### src/hdl/tdsf_pkg.sv
package tdsf_pkg;

	localparam int SCREEN_WIDTH  = 800;
	localparam int SCREEN_HEIGHT = 480;
	localparam int FRAC_BITS     = 6;

	localparam int FX_W  = 16;
	localparam int FY_W  = 15;
	localparam int TX_W  = 10;
	localparam int TY_W  = 9;
	localparam int SPAN_W = 12;
	localparam int QUO_W = 28;
	localparam int DIV_STEPS = QUO_W;
	localparam int DCNT_W = $clog2(DIV_STEPS + 1);

	localparam logic [2:0] REG_MIN_HOLD   = 3'd0;
	localparam logic [2:0] REG_PRESS_GAP  = 3'd1;
	localparam logic [2:0] REG_LIFT_HOLD  = 3'd2;
	localparam logic [2:0] REG_ALPHA      = 3'd3;
	localparam logic [2:0] REG_JUMP_LIMIT = 3'd4;
	localparam logic [2:0] REG_X_SPAN     = 3'd5;
	localparam logic [2:0] REG_Y_SPAN     = 3'd6;

	typedef enum logic [1:0] {
		PH_IDLE         = 2'd0,
		PH_PEND_PRESS   = 2'd1,
		PH_PRESSED      = 2'd2,
		PH_PEND_RELEASE = 2'd3
	} phase_t;

	typedef enum logic [2:0] {
		BK_IDLE,
		BK_DIV,
		BK_BLEND,
		BK_JUMP,
		BK_COMMIT,
		BK_OUT
	} back_state_t;

	// one classified sample as queued between front and back
	typedef struct packed {
		logic        touched;
		logic        neg_x;
		logic [15:0] mag_x;
		logic        neg_y;
		logic [15:0] mag_y;
		logic [31:0] now;
	} sample_t;

	typedef struct packed {
		logic        pressed;
		logic [9:0]  x;
		logic [8:0]  y;
		logic [1:0]  phase;
		logic        event_flag;
		logic [31:0] press_cnt;
		logic [31:0] noise_cnt;
		logic [31:0] sample_cnt;
	} result_t;

endpackage

### src/hdl/touch_debounce_smoothing_filter.sv
// A request passes the queue, the 28-step scale divider, blend, jump check,
// commit and the output register in turn.
// The back end starts the next request only after the previous result is taken.
// A two-entry queue takes requests while the back end works.
// Reset (arst_n low, asynchronous): phase idle, counters, time marks and
// filter cleared; configuration back to its defaults.
module touch_debounce_smoothing_filter (
	input  logic        clk,
	input  logic        arst_n,
	input  logic        s_tvalid,
	output logic        s_tready,
	input  logic [71:0] s_tdata,  // is_touched, sample_x, sample_y, time_ms
	output logic        m_tvalid,
	input  logic        m_tready,
	output logic [119:0] m_tdata, // report_pressed, report_x, report_y, phase_now,
	                              // press_event, press_count, noise_count, sample_count
	input  logic        cfg_we,
	input  logic [2:0]  cfg_index,
	input  logic [15:0] cfg_data
);
	import tdsf_pkg::*;

	logic [15:0] min_hold_q, press_gap_q, lift_hold_q;
	logic [8:0]  alpha_q;
	logic [9:0]  jump_q;
	logic [11:0] xspan_q, yspan_q;
	logic        q_valid, q_pop;
	sample_t     q_data;
	result_t     r;

	always_ff @(posedge clk or negedge arst_n) begin
		if (!arst_n) begin
			min_hold_q  <= 16'd30;
			press_gap_q <= 16'd80;
			lift_hold_q <= 16'd40;
			alpha_q     <= 9'd77;
			jump_q      <= 10'd100;
			xspan_q     <= 12'd470;
			yspan_q     <= 12'd265;
		end else if (cfg_we) begin
			unique case (cfg_index)
				REG_MIN_HOLD:   min_hold_q  <= cfg_data;
				REG_PRESS_GAP:  press_gap_q <= cfg_data;
				REG_LIFT_HOLD:  lift_hold_q <= cfg_data;
				REG_ALPHA:      alpha_q     <= cfg_data[8:0];
				REG_JUMP_LIMIT: jump_q      <= cfg_data[9:0];
				REG_X_SPAN:     xspan_q     <= cfg_data[11:0];
				REG_Y_SPAN:     yspan_q     <= cfg_data[11:0];
				default: ;
			endcase
		end
	end

	tdsf_front u_front (
		.clk(clk), .arst_n(arst_n),
		.s_tvalid(s_tvalid), .s_tready(s_tready), .s_tdata(s_tdata[64:0]),
		.q_valid(q_valid), .q_pop(q_pop), .q_data(q_data)
	);

	tdsf_back u_back (
		.clk(clk), .arst_n(arst_n),
		.q_valid(q_valid), .q_pop(q_pop), .q_data(q_data),
		.min_hold(min_hold_q), .press_gap(press_gap_q), .lift_hold(lift_hold_q),
		.alpha(alpha_q), .jump_limit(jump_q), .x_span(xspan_q), .y_span(yspan_q),
		.r_valid(m_tvalid), .r_ready(m_tready), .r_data(r)
	);

	assign m_tdata = {1'b0, r.sample_cnt, r.noise_cnt, r.press_cnt, r.event_flag,
		r.phase, r.y, r.x, r.pressed};

	a_rep_press: assert property (@(posedge clk) disable iff (!arst_n)
		m_tvalid && (m_tdata[21:20] == PH_PRESSED) |-> m_tdata[0])
		else $error("pressed phase without press report");
	a_event: assert property (@(posedge clk) disable iff (!arst_n)
		m_tvalid && m_tdata[22] |-> m_tdata[0] && (m_tdata[21:20] == PH_PRESSED))
		else $error("press event outside pressed phase");
	a_xrange: assert property (@(posedge clk) disable iff (!arst_n)
		m_tvalid |-> m_tdata[10:1] < 10'(SCREEN_WIDTH))
		else $error("x beyond screen");
endmodule

### src/hdl/tdsf_front.sv
module tdsf_front (
	input  logic             clk,
	input  logic             arst_n,
	input  logic             s_tvalid,
	output logic             s_tready,
	input  logic [64:0]      s_tdata,
	output logic             q_valid,
	input  logic             q_pop,
	output tdsf_pkg::sample_t q_data
);
	import tdsf_pkg::*;

	sample_t     smp;
	logic [15:0] rx;
	logic [15:0] ry;
	sample_t     fifo_q [2];
	logic        wr_ptr_q;
	logic        rd_ptr_q;
	logic [1:0]  cnt_q;

	assign rx = s_tdata[16:1];
	assign ry = s_tdata[32:17];

	// split sign and magnitude for the unsigned divider
	always_comb begin
		smp.touched = s_tdata[0];
		smp.neg_x   = rx[15];
		smp.mag_x   = rx[15] ? (~rx + 16'd1) : rx;
		smp.neg_y   = ry[15];
		smp.mag_y   = ry[15] ? (~ry + 16'd1) : ry;
		smp.now     = s_tdata[64:33];
	end

	assign s_tready = (cnt_q != 2'd2);
	assign q_valid  = (cnt_q != 2'd0);
	assign q_data   = fifo_q[rd_ptr_q];

	always_ff @(posedge clk) begin
		if (s_tvalid && s_tready) begin
			fifo_q[wr_ptr_q] <= smp;
		end
	end

	always_ff @(posedge clk or negedge arst_n) begin
		if (!arst_n) begin
			wr_ptr_q <= 1'b0;
			rd_ptr_q <= 1'b0;
			cnt_q    <= 2'd0;
		end else begin
			if (s_tvalid && s_tready) wr_ptr_q <= ~wr_ptr_q;
			if (q_pop && q_valid) rd_ptr_q <= ~rd_ptr_q;
			cnt_q <= cnt_q + 2'((s_tvalid && s_tready) ? 1 : 0)
				- 2'((q_pop && q_valid) ? 1 : 0);
		end
	end
endmodule

### src/hdl/tdsf_back.sv
module tdsf_back (
	input  logic              clk,
	input  logic              arst_n,
	input  logic              q_valid,
	output logic              q_pop,
	input  tdsf_pkg::sample_t q_data,
	input  logic [15:0]       min_hold,
	input  logic [15:0]       press_gap,
	input  logic [15:0]       lift_hold,
	input  logic [8:0]        alpha,
	input  logic [9:0]        jump_limit,
	input  logic [11:0]       x_span,
	input  logic [11:0]       y_span,
	output logic              r_valid,
	input  logic              r_ready,
	output tdsf_pkg::result_t r_data
);
	import tdsf_pkg::*;

	back_state_t st_q, st_d;
	sample_t     cur_q;
	phase_t      phase_q;
	logic [31:0] start_q, last_q;
	logic [FX_W-1:0] fx_q;
	logic [FY_W-1:0] fy_q;
	logic [31:0] press_q, noise_q, samp_q;

	// restoring divider, both axes in parallel with a shared step counter
	logic [QUO_W-1:0] dividend_x_q, dividend_y_q;
	logic [SPAN_W:0]  rem_x_q, rem_y_q;
	logic [DCNT_W-1:0] dcnt_q;
	logic [SPAN_W:0]  tx_rem, ty_rem;
	logic [SPAN_W-1:0] dvx, dvy;
	logic [TX_W-1:0] tx_q;
	logic [TY_W-1:0] ty_q;

	logic [FX_W-1:0] nx_q;
	logic [FY_W-1:0] ny_q;
	logic            snap_q;
	logic [8:0]      a9;
	logic [8:0]      na9;
	logic [FX_W+9:0] bx;
	logic [FY_W+9:0] by;
	logic signed [FX_W:0] dx;
	logic signed [FY_W:0] dy;
	logic [FX_W-1:0]   adx;
	logic [FY_W-1:0]   ady;
	logic [2*FX_W-1:0] sqx;
	logic [2*FY_W-1:0] sqy;
	logic [2*FX_W+1:0] d2;
	logic [2*FX_W-1:0] lim2;
	logic [15:0]       limf;
	logic [31:0] el_start, el_last;
	result_t     res_q;
	logic        rv_q;

	assign dvx = (x_span == '0) ? SPAN_W'(1) : x_span;
	assign dvy = (y_span == '0) ? SPAN_W'(1) : y_span;
	assign tx_rem = {rem_x_q[SPAN_W-1:0], dividend_x_q[QUO_W-1]};
	assign ty_rem = {rem_y_q[SPAN_W-1:0], dividend_y_q[QUO_W-1]};

	assign a9  = (alpha > 9'd256) ? 9'd256 : alpha;
	assign na9 = 9'd256 - a9;
	assign bx  = ((FX_W+10)'(a9) * (FX_W+10)'({tx_q, {FRAC_BITS{1'b0}}})
		+ (FX_W+10)'(na9) * (FX_W+10)'(fx_q)) >> 8;
	assign by  = ((FY_W+10)'(a9) * (FY_W+10)'({ty_q, {FRAC_BITS{1'b0}}})
		+ (FY_W+10)'(na9) * (FY_W+10)'(fy_q)) >> 8;
	assign dx  = $signed({1'b0, nx_q}) - $signed({1'b0, fx_q});
	assign dy  = $signed({1'b0, ny_q}) - $signed({1'b0, fy_q});
	// square the magnitudes so the products keep their full width
	assign adx = dx[FX_W] ? FX_W'(-dx) : FX_W'(dx);
	assign ady = dy[FY_W] ? FY_W'(-dy) : FY_W'(dy);
	assign sqx = adx * adx;
	assign sqy = ady * ady;
	assign d2  = (2*FX_W+2)'(sqx) + (2*FX_W+2)'(sqy);
	assign limf = {jump_limit, {FRAC_BITS{1'b0}}};
	assign lim2 = limf * limf;
	assign el_start = cur_q.now - start_q;
	assign el_last  = cur_q.now - last_q;

	always_comb begin
		st_d  = st_q;
		q_pop = 1'b0;
		unique case (st_q)
			BK_IDLE:   if (q_valid && !rv_q) begin
				q_pop = 1'b1;
				st_d  = BK_DIV;
			end
			BK_DIV:    if (dcnt_q == DCNT_W'(DIV_STEPS)) st_d = BK_BLEND;
			BK_BLEND:  st_d = BK_JUMP;
			BK_JUMP:   st_d = BK_COMMIT;
			BK_COMMIT: st_d = BK_OUT;
			BK_OUT:    st_d = BK_IDLE;
			default:   st_d = BK_IDLE;
		endcase
	end

	always_ff @(posedge clk or negedge arst_n) begin
		if (!arst_n) st_q <= BK_IDLE;
		else         st_q <= st_d;
	end

	// datapath registers
	always_ff @(posedge clk) begin
		unique case (st_q)
			BK_IDLE: begin
				cur_q        <= q_data;
				dividend_x_q <= QUO_W'(q_data.mag_x) * QUO_W'(SCREEN_WIDTH);
				dividend_y_q <= QUO_W'(q_data.mag_y) * QUO_W'(SCREEN_HEIGHT);
				rem_x_q      <= '0;
				rem_y_q      <= '0;
				dcnt_q       <= '0;
			end
			BK_DIV: begin
				if (dcnt_q != DCNT_W'(DIV_STEPS)) begin
					dcnt_q <= dcnt_q + DCNT_W'(1);
					if (tx_rem >= {1'b0, dvx}) begin
						rem_x_q      <= tx_rem - {1'b0, dvx};
						dividend_x_q <= {dividend_x_q[QUO_W-2:0], 1'b1};
					end else begin
						rem_x_q      <= tx_rem;
						dividend_x_q <= {dividend_x_q[QUO_W-2:0], 1'b0};
					end
					if (ty_rem >= {1'b0, dvy}) begin
						rem_y_q      <= ty_rem - {1'b0, dvy};
						dividend_y_q <= {dividend_y_q[QUO_W-2:0], 1'b1};
					end else begin
						rem_y_q      <= ty_rem;
						dividend_y_q <= {dividend_y_q[QUO_W-2:0], 1'b0};
					end
				end else begin
					// negative truncates to a non-positive value: clamp to zero
					tx_q <= (cur_q.neg_x || dividend_x_q == '0) ? '0 :
						(dividend_x_q > QUO_W'(SCREEN_WIDTH - 1)) ?
						TX_W'(SCREEN_WIDTH - 1) : TX_W'(dividend_x_q);
					ty_q <= (cur_q.neg_y || dividend_y_q == '0) ? '0 :
						(dividend_y_q > QUO_W'(SCREEN_HEIGHT - 1)) ?
						TY_W'(SCREEN_HEIGHT - 1) : TY_W'(dividend_y_q);
				end
			end
			BK_BLEND: begin
				nx_q <= FX_W'(bx);
				ny_q <= FY_W'(by);
			end
			BK_JUMP: snap_q <= (jump_limit != '0) && (d2 > (2*FX_W+2)'(lim2));
			default: ;
		endcase
	end

	always_ff @(posedge clk or negedge arst_n) begin
		if (!arst_n) begin
			phase_q <= PH_IDLE;
			start_q <= '0;
			last_q  <= '0;
			fx_q    <= '0;
			fy_q    <= '0;
			press_q <= '0;
			noise_q <= '0;
			samp_q  <= '0;
			rv_q    <= 1'b0;
			res_q   <= '0;
		end else begin
			if (rv_q && r_ready) rv_q <= 1'b0;
			if (st_q == BK_COMMIT) begin
				samp_q <= samp_q + 32'd1;
				res_q.event_flag <= 1'b0;
				res_q.pressed    <= 1'b0;
				unique case (phase_q)
					PH_IDLE: if (cur_q.touched) begin
						fx_q    <= {tx_q, {FRAC_BITS{1'b0}}};
						fy_q    <= {ty_q, {FRAC_BITS{1'b0}}};
						phase_q <= PH_PEND_PRESS;
						start_q <= cur_q.now;
					end
					PH_PEND_PRESS: if (!cur_q.touched) begin
						phase_q <= PH_IDLE;
						start_q <= cur_q.now;
						noise_q <= noise_q + 32'd1;
					end else begin
						fx_q <= nx_q;
						fy_q <= ny_q;
						if (el_start >= 32'(min_hold)) begin
							if (el_last >= 32'(press_gap)) begin
								phase_q <= PH_PRESSED;
								start_q <= cur_q.now;
								last_q  <= cur_q.now;
								press_q <= press_q + 32'd1;
								res_q.pressed    <= 1'b1;
								res_q.event_flag <= 1'b1;
							end else begin
								phase_q <= PH_IDLE;
								noise_q <= noise_q + 32'd1;
							end
						end
					end
					PH_PRESSED: begin
						res_q.pressed <= 1'b1;
						if (!cur_q.touched) begin
							phase_q <= PH_PEND_RELEASE;
							start_q <= cur_q.now;
						end else if (snap_q) begin
							fx_q <= {tx_q, {FRAC_BITS{1'b0}}};
							fy_q <= {ty_q, {FRAC_BITS{1'b0}}};
						end else begin
							fx_q <= (nx_q > FX_W'((SCREEN_WIDTH-1) << FRAC_BITS)) ?
								FX_W'((SCREEN_WIDTH-1) << FRAC_BITS) : nx_q;
							fy_q <= (ny_q > FY_W'((SCREEN_HEIGHT-1) << FRAC_BITS)) ?
								FY_W'((SCREEN_HEIGHT-1) << FRAC_BITS) : ny_q;
						end
					end
					PH_PEND_RELEASE: if (cur_q.touched) begin
						phase_q <= PH_PRESSED;
						start_q <= cur_q.now;
						fx_q    <= nx_q;
						fy_q    <= ny_q;
						res_q.pressed <= 1'b1;
					end else if (el_start >= 32'(lift_hold)) begin
						phase_q <= PH_IDLE;
						start_q <= cur_q.now;
					end else begin
						res_q.pressed <= 1'b1;
					end
					default: ;
				endcase
			end
			if (st_q == BK_OUT) begin
				res_q.x          <= TX_W'(fx_q >> FRAC_BITS);
				res_q.y          <= TY_W'(fy_q >> FRAC_BITS);
				res_q.phase      <= phase_q;
				res_q.press_cnt  <= press_q;
				res_q.noise_cnt  <= noise_q;
				res_q.sample_cnt <= samp_q;
				rv_q             <= 1'b1;
			end
		end
	end

	assign r_valid = rv_q;
	assign r_data  = res_q;
endmodule

### config.mk
export PLATFORM = sky130hd
export DESIGN_NAME = touch_debounce_smoothing_filter
export DESIGN_NICKNAME = d
export VERILOG_FILES = /design/src/hdl/tdsf_pkg.sv /design/src/hdl/touch_debounce_smoothing_filter.sv /design/src/hdl/tdsf_front.sv /design/src/hdl/tdsf_back.sv
export SDC_FILE = /design/constraint.sdc
export NUM_CORES = 2
export LEC_CHECK = 0
export BUFFER_PORTS_ARGS = -buffer_cell sky130_fd_sc_hd__buf_2
export CAP_MARGIN = 20
export CORE_MARGIN = 2
export CORE_UTILIZATION = 25
export DETAILED_ROUTE_END_ITERATION = 10
export PLACE_DENSITY_LB_ADDON = 0.3
export RECOVER_POWER = 50
export SYNTH_ARGS = -nofsm -noshare
export SYNTH_HDL_FRONTEND = slang
export SYNTH_SLANG_ARGS = --single-unit
### constraint.sdc
create_clock -name clk -period 12.7 [get_ports clk]
set_clock_uncertainty 0.1 [all_clocks]
set_input_delay 1.905 -clock clk [delete_from_list [all_inputs] [get_ports clk]]
set_output_delay 1.905 -clock clk [all_outputs]
set_load 0.01 [all_outputs]
Word-level counts from Yosys, hierarchy flattened --
Memory sizes are Yosys's and may differ from the RTL's. Index checks and enable logic that the tools add are counted.
Operators by class: add/sub/neg operators 20, multipliers 9, $lt $le $gt $ge 11, equality and inequality tests 29, multiplexer cells 72, bitwise gates (word level) 5, reduce and logical (&&, ||, !) cells 37
Operator list (count):
- $mux W32 | 10
- $mux W16 | 8
- $pmux W32 S4 | 1
- $pmux W28 S2 | 2
- $add A32 B1 Y32 const B | 3
- $ge A32 B16 Y1 | 3
- $mux W15 | 6
- $mux W12 | 6
- $sub A32 B32 Y32 | 2
- $logic_not A28 Y1 | 2
- $mux W28 | 2
- $pmux W12 S2 | 2
- $pmux W16 S3 | 1
- $pmux W15 S3 | 1
- $gt A34 B32 Y1 | 1
- $add A32 B30 Y33 | 1
- $add A16 B1 Y16 const B | 2
- $mul A16 B16 Y32 | 1
- $not A16 Y16 | 2
- $mul A15 B15 Y30 | 1
- $gt A28 B10 Y1 const B | 1
- $gt A28 B9 Y1 const B | 1
- $ge A13 B12 Y1 | 2
- $add A24 B24 Y24 | 1
- 55 further kinds | 121
Word-level totals: register bits 582, RAM bits 134, bits of input ports 96, output and inout bits 122, word-level logic and storage cells 228, memories 1
Memory list:
- u_front.fifo_q | depth 2, width 67, read ports 1, clocked after Yosys merged registers in 0, write ports 1, line tdsf_front.sv:16 | sample_t fifo_q [2];

Logic depth before layout (Yosys ltp) --
word-level depth 7, mapped depth 55, gate-level depth less buffers 54

Modules after synthesis --
Synthesis repeated with hierarchy kept, for this count alone.
Second synthesis, totals: cell total of the unflattened synthesis 7059, area total of the unflattened synthesis 70515.1 um^2
By module, submodules not included:
- tdsf_back | times used 1, cells each 6537, area an instance 61255.0 um^2, seq. area each 13042.5 um^2
- tdsf_front | times used 1, cells each 323, area an instance 5635.4 um^2, seq. area each 4124.0 um^2
- touch_debounce_smoothing_filter | times used 1, cells each 199, area an instance 3624.7 um^2, seq. area each 2307.2 um^2

Least setup slack after synthesis --
Ideal clock, no wire load.
kind reg-to-reg, from register u_back.fy_q[0], to register u_back.snap_q (data pin), setup time 264 ps, arrival time 11545 ps, data required time 12336 ps, slack 791 ps, stages on the path, launching flop included 49, buffers on the path 1, clock period less this slack 11909 ps, cell sequence dfrtp_1 > ha_1 > inv_1 > fa_1 > a21oi_1 > o21ai_1 > xor2_1 > or3_1 > or3_1 > or4b_1 > nor4_1 > nor2_1 > xor2_1 > clkbuf_1 > or2_2 > fa_1 > inv_1 > fa_1 > [13 not listed] > o21ai_0 > nand2_1 > o21ai_0 > o211a_1 > o21a_1 > o21ai_0 > a21oi_1 > xor2_1 > ha_1 > nand4_1 > nor4_1 > o21ai_0 > nor4_1 > nand3_1 > nor3_1 > a31oi_1 > o21ai_0 > a21oi_1
On the way: word-level cells in the longest chain between the ends 7
Ends and longest elaborated chain:
- from (decl) | line tdsf_back.sv:25 | logic [FY_W-1:0] fy_q;
- from (signal assigned) | line tdsf_back.sv:171 | fy_q <= {ty_q, {FRAC_BITS{1'b0}}};
- from (signal assigned) | line tdsf_back.sv:181 | fy_q <= ny_q;
- from (signal assigned) | line tdsf_back.sv:203 | fy_q <= {ty_q, {FRAC_BITS{1'b0}}};
- $sub A15 B15 Y16 (*) | line tdsf_back.sv:69 | assign dy = $signed({1'b0, ny_q}) - $signed({1'b0, fy_q});
- $neg A15 Y15 | line tdsf_back.sv:72 | assign ady = dy[FY_W] ? FY_W'(-dy) : FY_W'(dy);
- $mux W15 (*) | line tdsf_back.sv:72
- $mul A15 B15 Y30 (*) | line tdsf_back.sv:74 | assign sqy = ady * ady;
- $add A32 B30 Y33 (*) | line tdsf_back.sv:75 | assign d2 = (2*FX_W+2)'(sqx) + (2*FX_W+2)'(sqy);
- $gt A34 B32 Y1 (*) | line tdsf_back.sv:145 | BK_JUMP: snap_q <= (jump_limit != '0) && (d2 > (2*FX_W+2)'(lim2));
- $logic_and A1 B1 Y1 (*) | line tdsf_back.sv:145
- to (signal assigned) | line tdsf_back.sv:145
- to (decl) | line tdsf_back.sv:39 | logic snap_q;
Mark *: on every way between the ends. The rest lies on a longest branch, timed or not. A chain may end at the register's enable or synchronous reset.

Worst setup path in the final report --
from register u_back.ny_q[0], to register u_back.snap_q (data pin)
On the way: word-level cells in the longest chain between the ends 7
Ends and longest elaborated chain:
- from (decl) | line tdsf_back.sv:38 | logic [FY_W-1:0] ny_q;
- from (signal assigned) | line tdsf_back.sv:143 | ny_q <= FY_W'(by);
- $sub A15 B15 Y16 (*) | line tdsf_back.sv:69
- $neg A15 Y15 | line tdsf_back.sv:72
- $mux W15 (*) | line tdsf_back.sv:72
- $mul A15 B15 Y30 (*) | line tdsf_back.sv:74
- $add A32 B30 Y33 (*) | line tdsf_back.sv:75
- $gt A34 B32 Y1 (*) | line tdsf_back.sv:145
- $logic_and A1 B1 Y1 (*) | line tdsf_back.sv:145
Marked as above.

==> results.cfg <==
[route]
drc_markers = 0
vias = 49300
drt-pass1-iter-count = 5
drt-total-wl_mm = 179
drt.antenna.violating_nets = 0
drt-vias-per-instance = 4.40
wl_per_cell_microns = 16.0
drt-initial-drc-count = 2459

[worst_setup_path]
worst_path_largest_cell_delay_ps = 580
critical_path.reg2reg.startpoint = u_back.ny_q[0]$_DFFE_PP_
cp-start-kind = register
cp_data_required_time_ps = 13050
cp_data_arrival_time_ps = 12540
timing.critical_path.from = u_back.ny_q[0]$_DFFE_PP_
critical_path_class = register to register
critPathSlowestCell = sky130_fd_sc_hd__fa_1
worstSetupEndpointType = register
critPathMaxFanout = 5

[synthesis]
synth_area_leaders = sky130_fd_sc_hd__fa_1 (22%), sky130_fd_sc_hd__dfrtp_1 (14%), sky130_fd_sc_hd__edfxtp_1 (13%)
mappedNetlistNets = 8551
synth_enable_flop_cells = 305
synth_instances = 7033
async_reset_ff_share_pct = 57.4
postSynthRegisterBits = 716
area_share_of_the_largest_cell_type_after_synthesis_pct = 22.4
post_synth.cell_area_avg_sq_um = 9.87
synth_largest_area_cell = sky130_fd_sc_hd__fa_1
synth-seq-area-share_pct = 28.1
synth.yosys.warnings = 0
synth_top_flop_cell = sky130_fd_sc_hd__dfrtp_1
synthesis.area_sq_um = 69400
yosysUniqueCellTypes = 92

[grt]
gr-total-overflow = 0
grt_first_pass_wirelength_mm = 289
vias_in_the_first_global_route = 51600
grt_antenna_before_repair = 10
pin_count_of_the_biggest_net_entering_global_routing = 164
grtUsageTotal_pct = 12.9

[cells_and_area]
area.growth.synth_to_final_pct = 15.6
final.fill_count = 29100
fin_nets = 8938
utilization_pct = 29.0
layout_cell_share_with_drive_strength_beyond_1_pct = 13.8

[run]
timing.max_cap.violations = 14

[floorplanning]
floorplan.initialDensity_pct = 25.1
die_area_sq_um = 282000
core_area_sq_um = 276000
die-height_microns = 531
die_x_microns = 531
fp-row-count = 193
ports = 218

[timing]
fin_ws_ps = 518
period_minus_slack_ps = 12180
relSlewSlack_pct = -243
fin_tns_setup_ps = 0
final_hold_viol_count = 0
final.hold.worst_slack_ps = 368
drv_slew = 689
worst_pin_slew_ps = 5140
max_clock_freq_mhz = 82.1
setup_viol_count_final = 0
post-route-period-util_pct = 95.9

[clocking]
worstSkewPairLatency_ps = 750
cts_num_sinks = 716
cts.path.max_buffers = 3
clk_transition_reported_paths_ps = 70
tritoncts_clock_tree = built
cts-root-buf = sky130_fd_sc_hd__clkbuf_16
tritoncts.num_buffers = 89
cts-htree-levels = 3
postCtsHoldBufs = 0

[run_status]
result_of_the_run = finished, violations left
violations = capacitance limit, slew limit

[placed_design]
dp.final_hpwl_mm = 143
dpl_worst_slack_ps = -396
numPortBuffers = 209
place.gp.congestion = 0.854

[min_path]
hold_class = register to register
min_from = u_back.r_data[30]$_DFFE_PN0P_
[critical path, delay by kind of cell, from the launching register on]
family | cells | cell delay, ps
AO/OA/AOI/OAI | 14 | 2060
XOR/XNOR | 3 | 590
adder cells (fa/ha/maj) | 12 | 5330
buffers and inverters | 9 | 890
flip-flops | 1 | 400
AND/OR/NAND/NOR | 12 | 2570
[timing repair]
item                                    CTS  global route
buffers inserted                          3            10
endpoints found under the setup margin    1             1
gates resized for setup                  16            95
pin swaps                                15            61
[final timing paths]
check / endpoint / slack, ps / depth (start not counted)
worst max-delay path: u_back.snap_q$_DFFE_PN_ / 520 / 50
worst min-delay path: u_back.r_data[30]$_DFFE_PN0P_ / 370 / 2
worst max register to register: u_back.snap_q$_DFFE_PN_ / 520 / 50
worst min register to register: u_back.r_data[30]$_DFFE_PN0P_ / 370 / 2
max in group asynchronous: u_back.noise_q[29]$_DFFE_PN0P_ / 4430 / 3
min in group asynchronous: u_back.last_q[22]$_DFFE_PN0P_ / 2940 / 1
[cell usage after synthesis (12+ instances only)]
cell type	instances
sky130_fd_sc_hd__and4_1	12
sky130_fd_sc_hd__o221ai_1	12
sky130_fd_sc_hd__nor4_1	39
sky130_fd_sc_hd__edfxtp_1	305
sky130_fd_sc_hd__mux2i_1	15
sky130_fd_sc_hd__a31oi_1	22
sky130_fd_sc_hd__o21a_1	43
sky130_fd_sc_hd__a21oi_1	258
sky130_fd_sc_hd__or4_1	15
sky130_fd_sc_hd__or3_1	35
sky130_fd_sc_hd__nand2_1	728
sky130_fd_sc_hd__mux2_4	20
sky130_fd_sc_hd__a21boi_0	14
sky130_fd_sc_hd__nor2_1	371
sky130_fd_sc_hd__ha_1	646
sky130_fd_sc_hd__a211oi_1	31
sky130_fd_sc_hd__and3_1	54
sky130_fd_sc_hd__o21ai_0	274
sky130_fd_sc_hd__buf_1	32
sky130_fd_sc_hd__o21ai_1	14
sky130_fd_sc_hd__o31ai_1	21
sky130_fd_sc_hd__nor3_1	102
sky130_fd_sc_hd__dfstp_2	24
sky130_fd_sc_hd__o211ai_1	18
sky130_fd_sc_hd__dfrtp_1	387
sky130_fd_sc_hd__a21o_1	69
sky130_fd_sc_hd__nor2b_1	58
sky130_fd_sc_hd__fa_1	776
sky130_fd_sc_hd__or2_2	21
sky130_fd_sc_hd__nand3_1	105
sky130_fd_sc_hd__and2_1	213
sky130_fd_sc_hd__o21bai_1	29
sky130_fd_sc_hd__mux2_2	201
sky130_fd_sc_hd__o22ai_1	16
sky130_fd_sc_hd__nand2b_1	61
sky130_fd_sc_hd__inv_1	1213
sky130_fd_sc_hd__clkbuf_1	184
sky130_fd_sc_hd__nand4_1	47
sky130_fd_sc_hd__xor2_1	128
sky130_fd_sc_hd__xnor2_1	245
[registers in the layout, indices dropped and copies added, names as in the netlist, 15 cells and up]
| name | count |
|---|---|
| u_front.fifo_q | 134 |
| u_back.r_data | 119 |
| u_back.cur_q | 35 |
| u_back.last_q | 32 |
| u_back.noise_q | 32 |
| u_back.press_q | 32 |
| u_back.samp_q | 32 |
| u_back.start_q | 32 |
| u_back.dividend_x_q | 28 |
| u_back.dividend_y_q | 28 |
| lift_hold_q | 16 |
| min_hold_q | 16 |
| press_gap_q | 16 |
| u_back.fx_q | 16 |
| u_back.nx_q | 16 |
| u_back.fy_q | 15 |
| u_back.ny_q | 15 |
[layer usage]
layer / up-vias / share of wire (%) / wire length [microns] / GRT usage [%]
met2: 761 / 47 / 84600 / 21.3
met4: 2 / 2.2 / 3980 / 3.11
li1: 23600 / - / - / -
met3: 195 / 3.6 / 6510 / 1.65
met1: 24700 / 47 / 84200 / 17.7
met5: - / 0.0073 / 13 / 0
[placed cells by master, fill, tap and decap left out, types with 16 or more instances in the layout]
| cell | instances |
|---|---|
| sky130_fd_sc_hd__clkbuf_1 | 52 |
| sky130_fd_sc_hd__a211oi_1 | 29 |
| sky130_fd_sc_hd__o21bai_1 | 28 |
| sky130_fd_sc_hd__nor4_1 | 34 |
| sky130_fd_sc_hd__and2_1 | 204 |
| sky130_fd_sc_hd__or3_1 | 34 |
| sky130_fd_sc_hd__nor2_1 | 360 |
| sky130_fd_sc_hd__dfstp_2 | 24 |
| sky130_fd_sc_hd__edfxtp_1 | 305 |
| sky130_fd_sc_hd__ha_1 | 638 |
| sky130_fd_sc_hd__mux2_2 | 197 |
| sky130_fd_sc_hd__buf_4 | 297 |
| sky130_fd_sc_hd__o31ai_1 | 19 |
| sky130_fd_sc_hd__nor3_1 | 101 |
| sky130_fd_sc_hd__nand2_1 | 725 |
| sky130_fd_sc_hd__o21a_1 | 43 |
| sky130_fd_sc_hd__nor2b_1 | 52 |
| sky130_fd_sc_hd__xnor2_1 | 237 |
| sky130_fd_sc_hd__o21ai_0 | 264 |
| sky130_fd_sc_hd__o211ai_1 | 18 |
| sky130_fd_sc_hd__xor2_1 | 125 |
| sky130_fd_sc_hd__and3_1 | 54 |
| sky130_fd_sc_hd__inv_1 | 1206 |
| sky130_fd_sc_hd__dfrtp_1 | 387 |
| sky130_fd_sc_hd__nand4_1 | 47 |
| sky130_fd_sc_hd__fa_1 | 765 |
| sky130_fd_sc_hd__a21o_1 | 68 |
| sky130_fd_sc_hd__buf_2 | 183 |
| sky130_fd_sc_hd__a21oi_1 | 249 |
| sky130_fd_sc_hd__clkinv_2 | 20 |
| sky130_fd_sc_hd__a31oi_1 | 20 |
| sky130_fd_sc_hd__mux2_4 | 20 |
| sky130_fd_sc_hd__nand2b_1 | 60 |
| sky130_fd_sc_hd__clkbuf_16 | 90 |
| sky130_fd_sc_hd__or2_2 | 21 |
| sky130_fd_sc_hd__o21ai_1 | 19 |
| sky130_fd_sc_hd__nand3_1 | 105 |
| sky130_fd_sc_hd__o22ai_1 | 16 |
[stage by stage]
stage,cells,area [sq um]
3_3_place_gp,11000,76700
2_1_floorplan,7033,69400
6_report,11200,80200
3_5_place_dp,11000,76700
4_1_cts,11200,79900
5_1_grt,11200,80200
[cell type report]
| type | count | area (sq um) | share of cell area, % |
|---|---|---|---|
| multi-input combinational | 4857 | 45000 | 56.0 |
| antenna | 3 | 7.51 | 0.00936 |
| clock buffer | 108 | 2400 | 2.99 |
| sequential | 716 | 19500 | 24.3 |
| tap | 3705 | 4640 | 5.78 |
| inverter | 1225 | 4600 | 5.74 |
| timing repair buffer | 531 | 3470 | 4.33 |
| clock inverter | 59 | 668 | 0.833 |
[cell families after synthesis]
group | synth area share, %
and+or+nand+nor | 13.1
AOI/OAI and AO/OA | 8.04
muxes | 4.07
xor gates and xnor gates | 4.75
buffers and inverters | 7.97
other | 0.00540
DFF | 28.1
adders and majority gates | 34.0
Power is left out: the tool's default activity adds up to more than one toggle a clock period on the data nets, which glitch-free logic cannot reach.
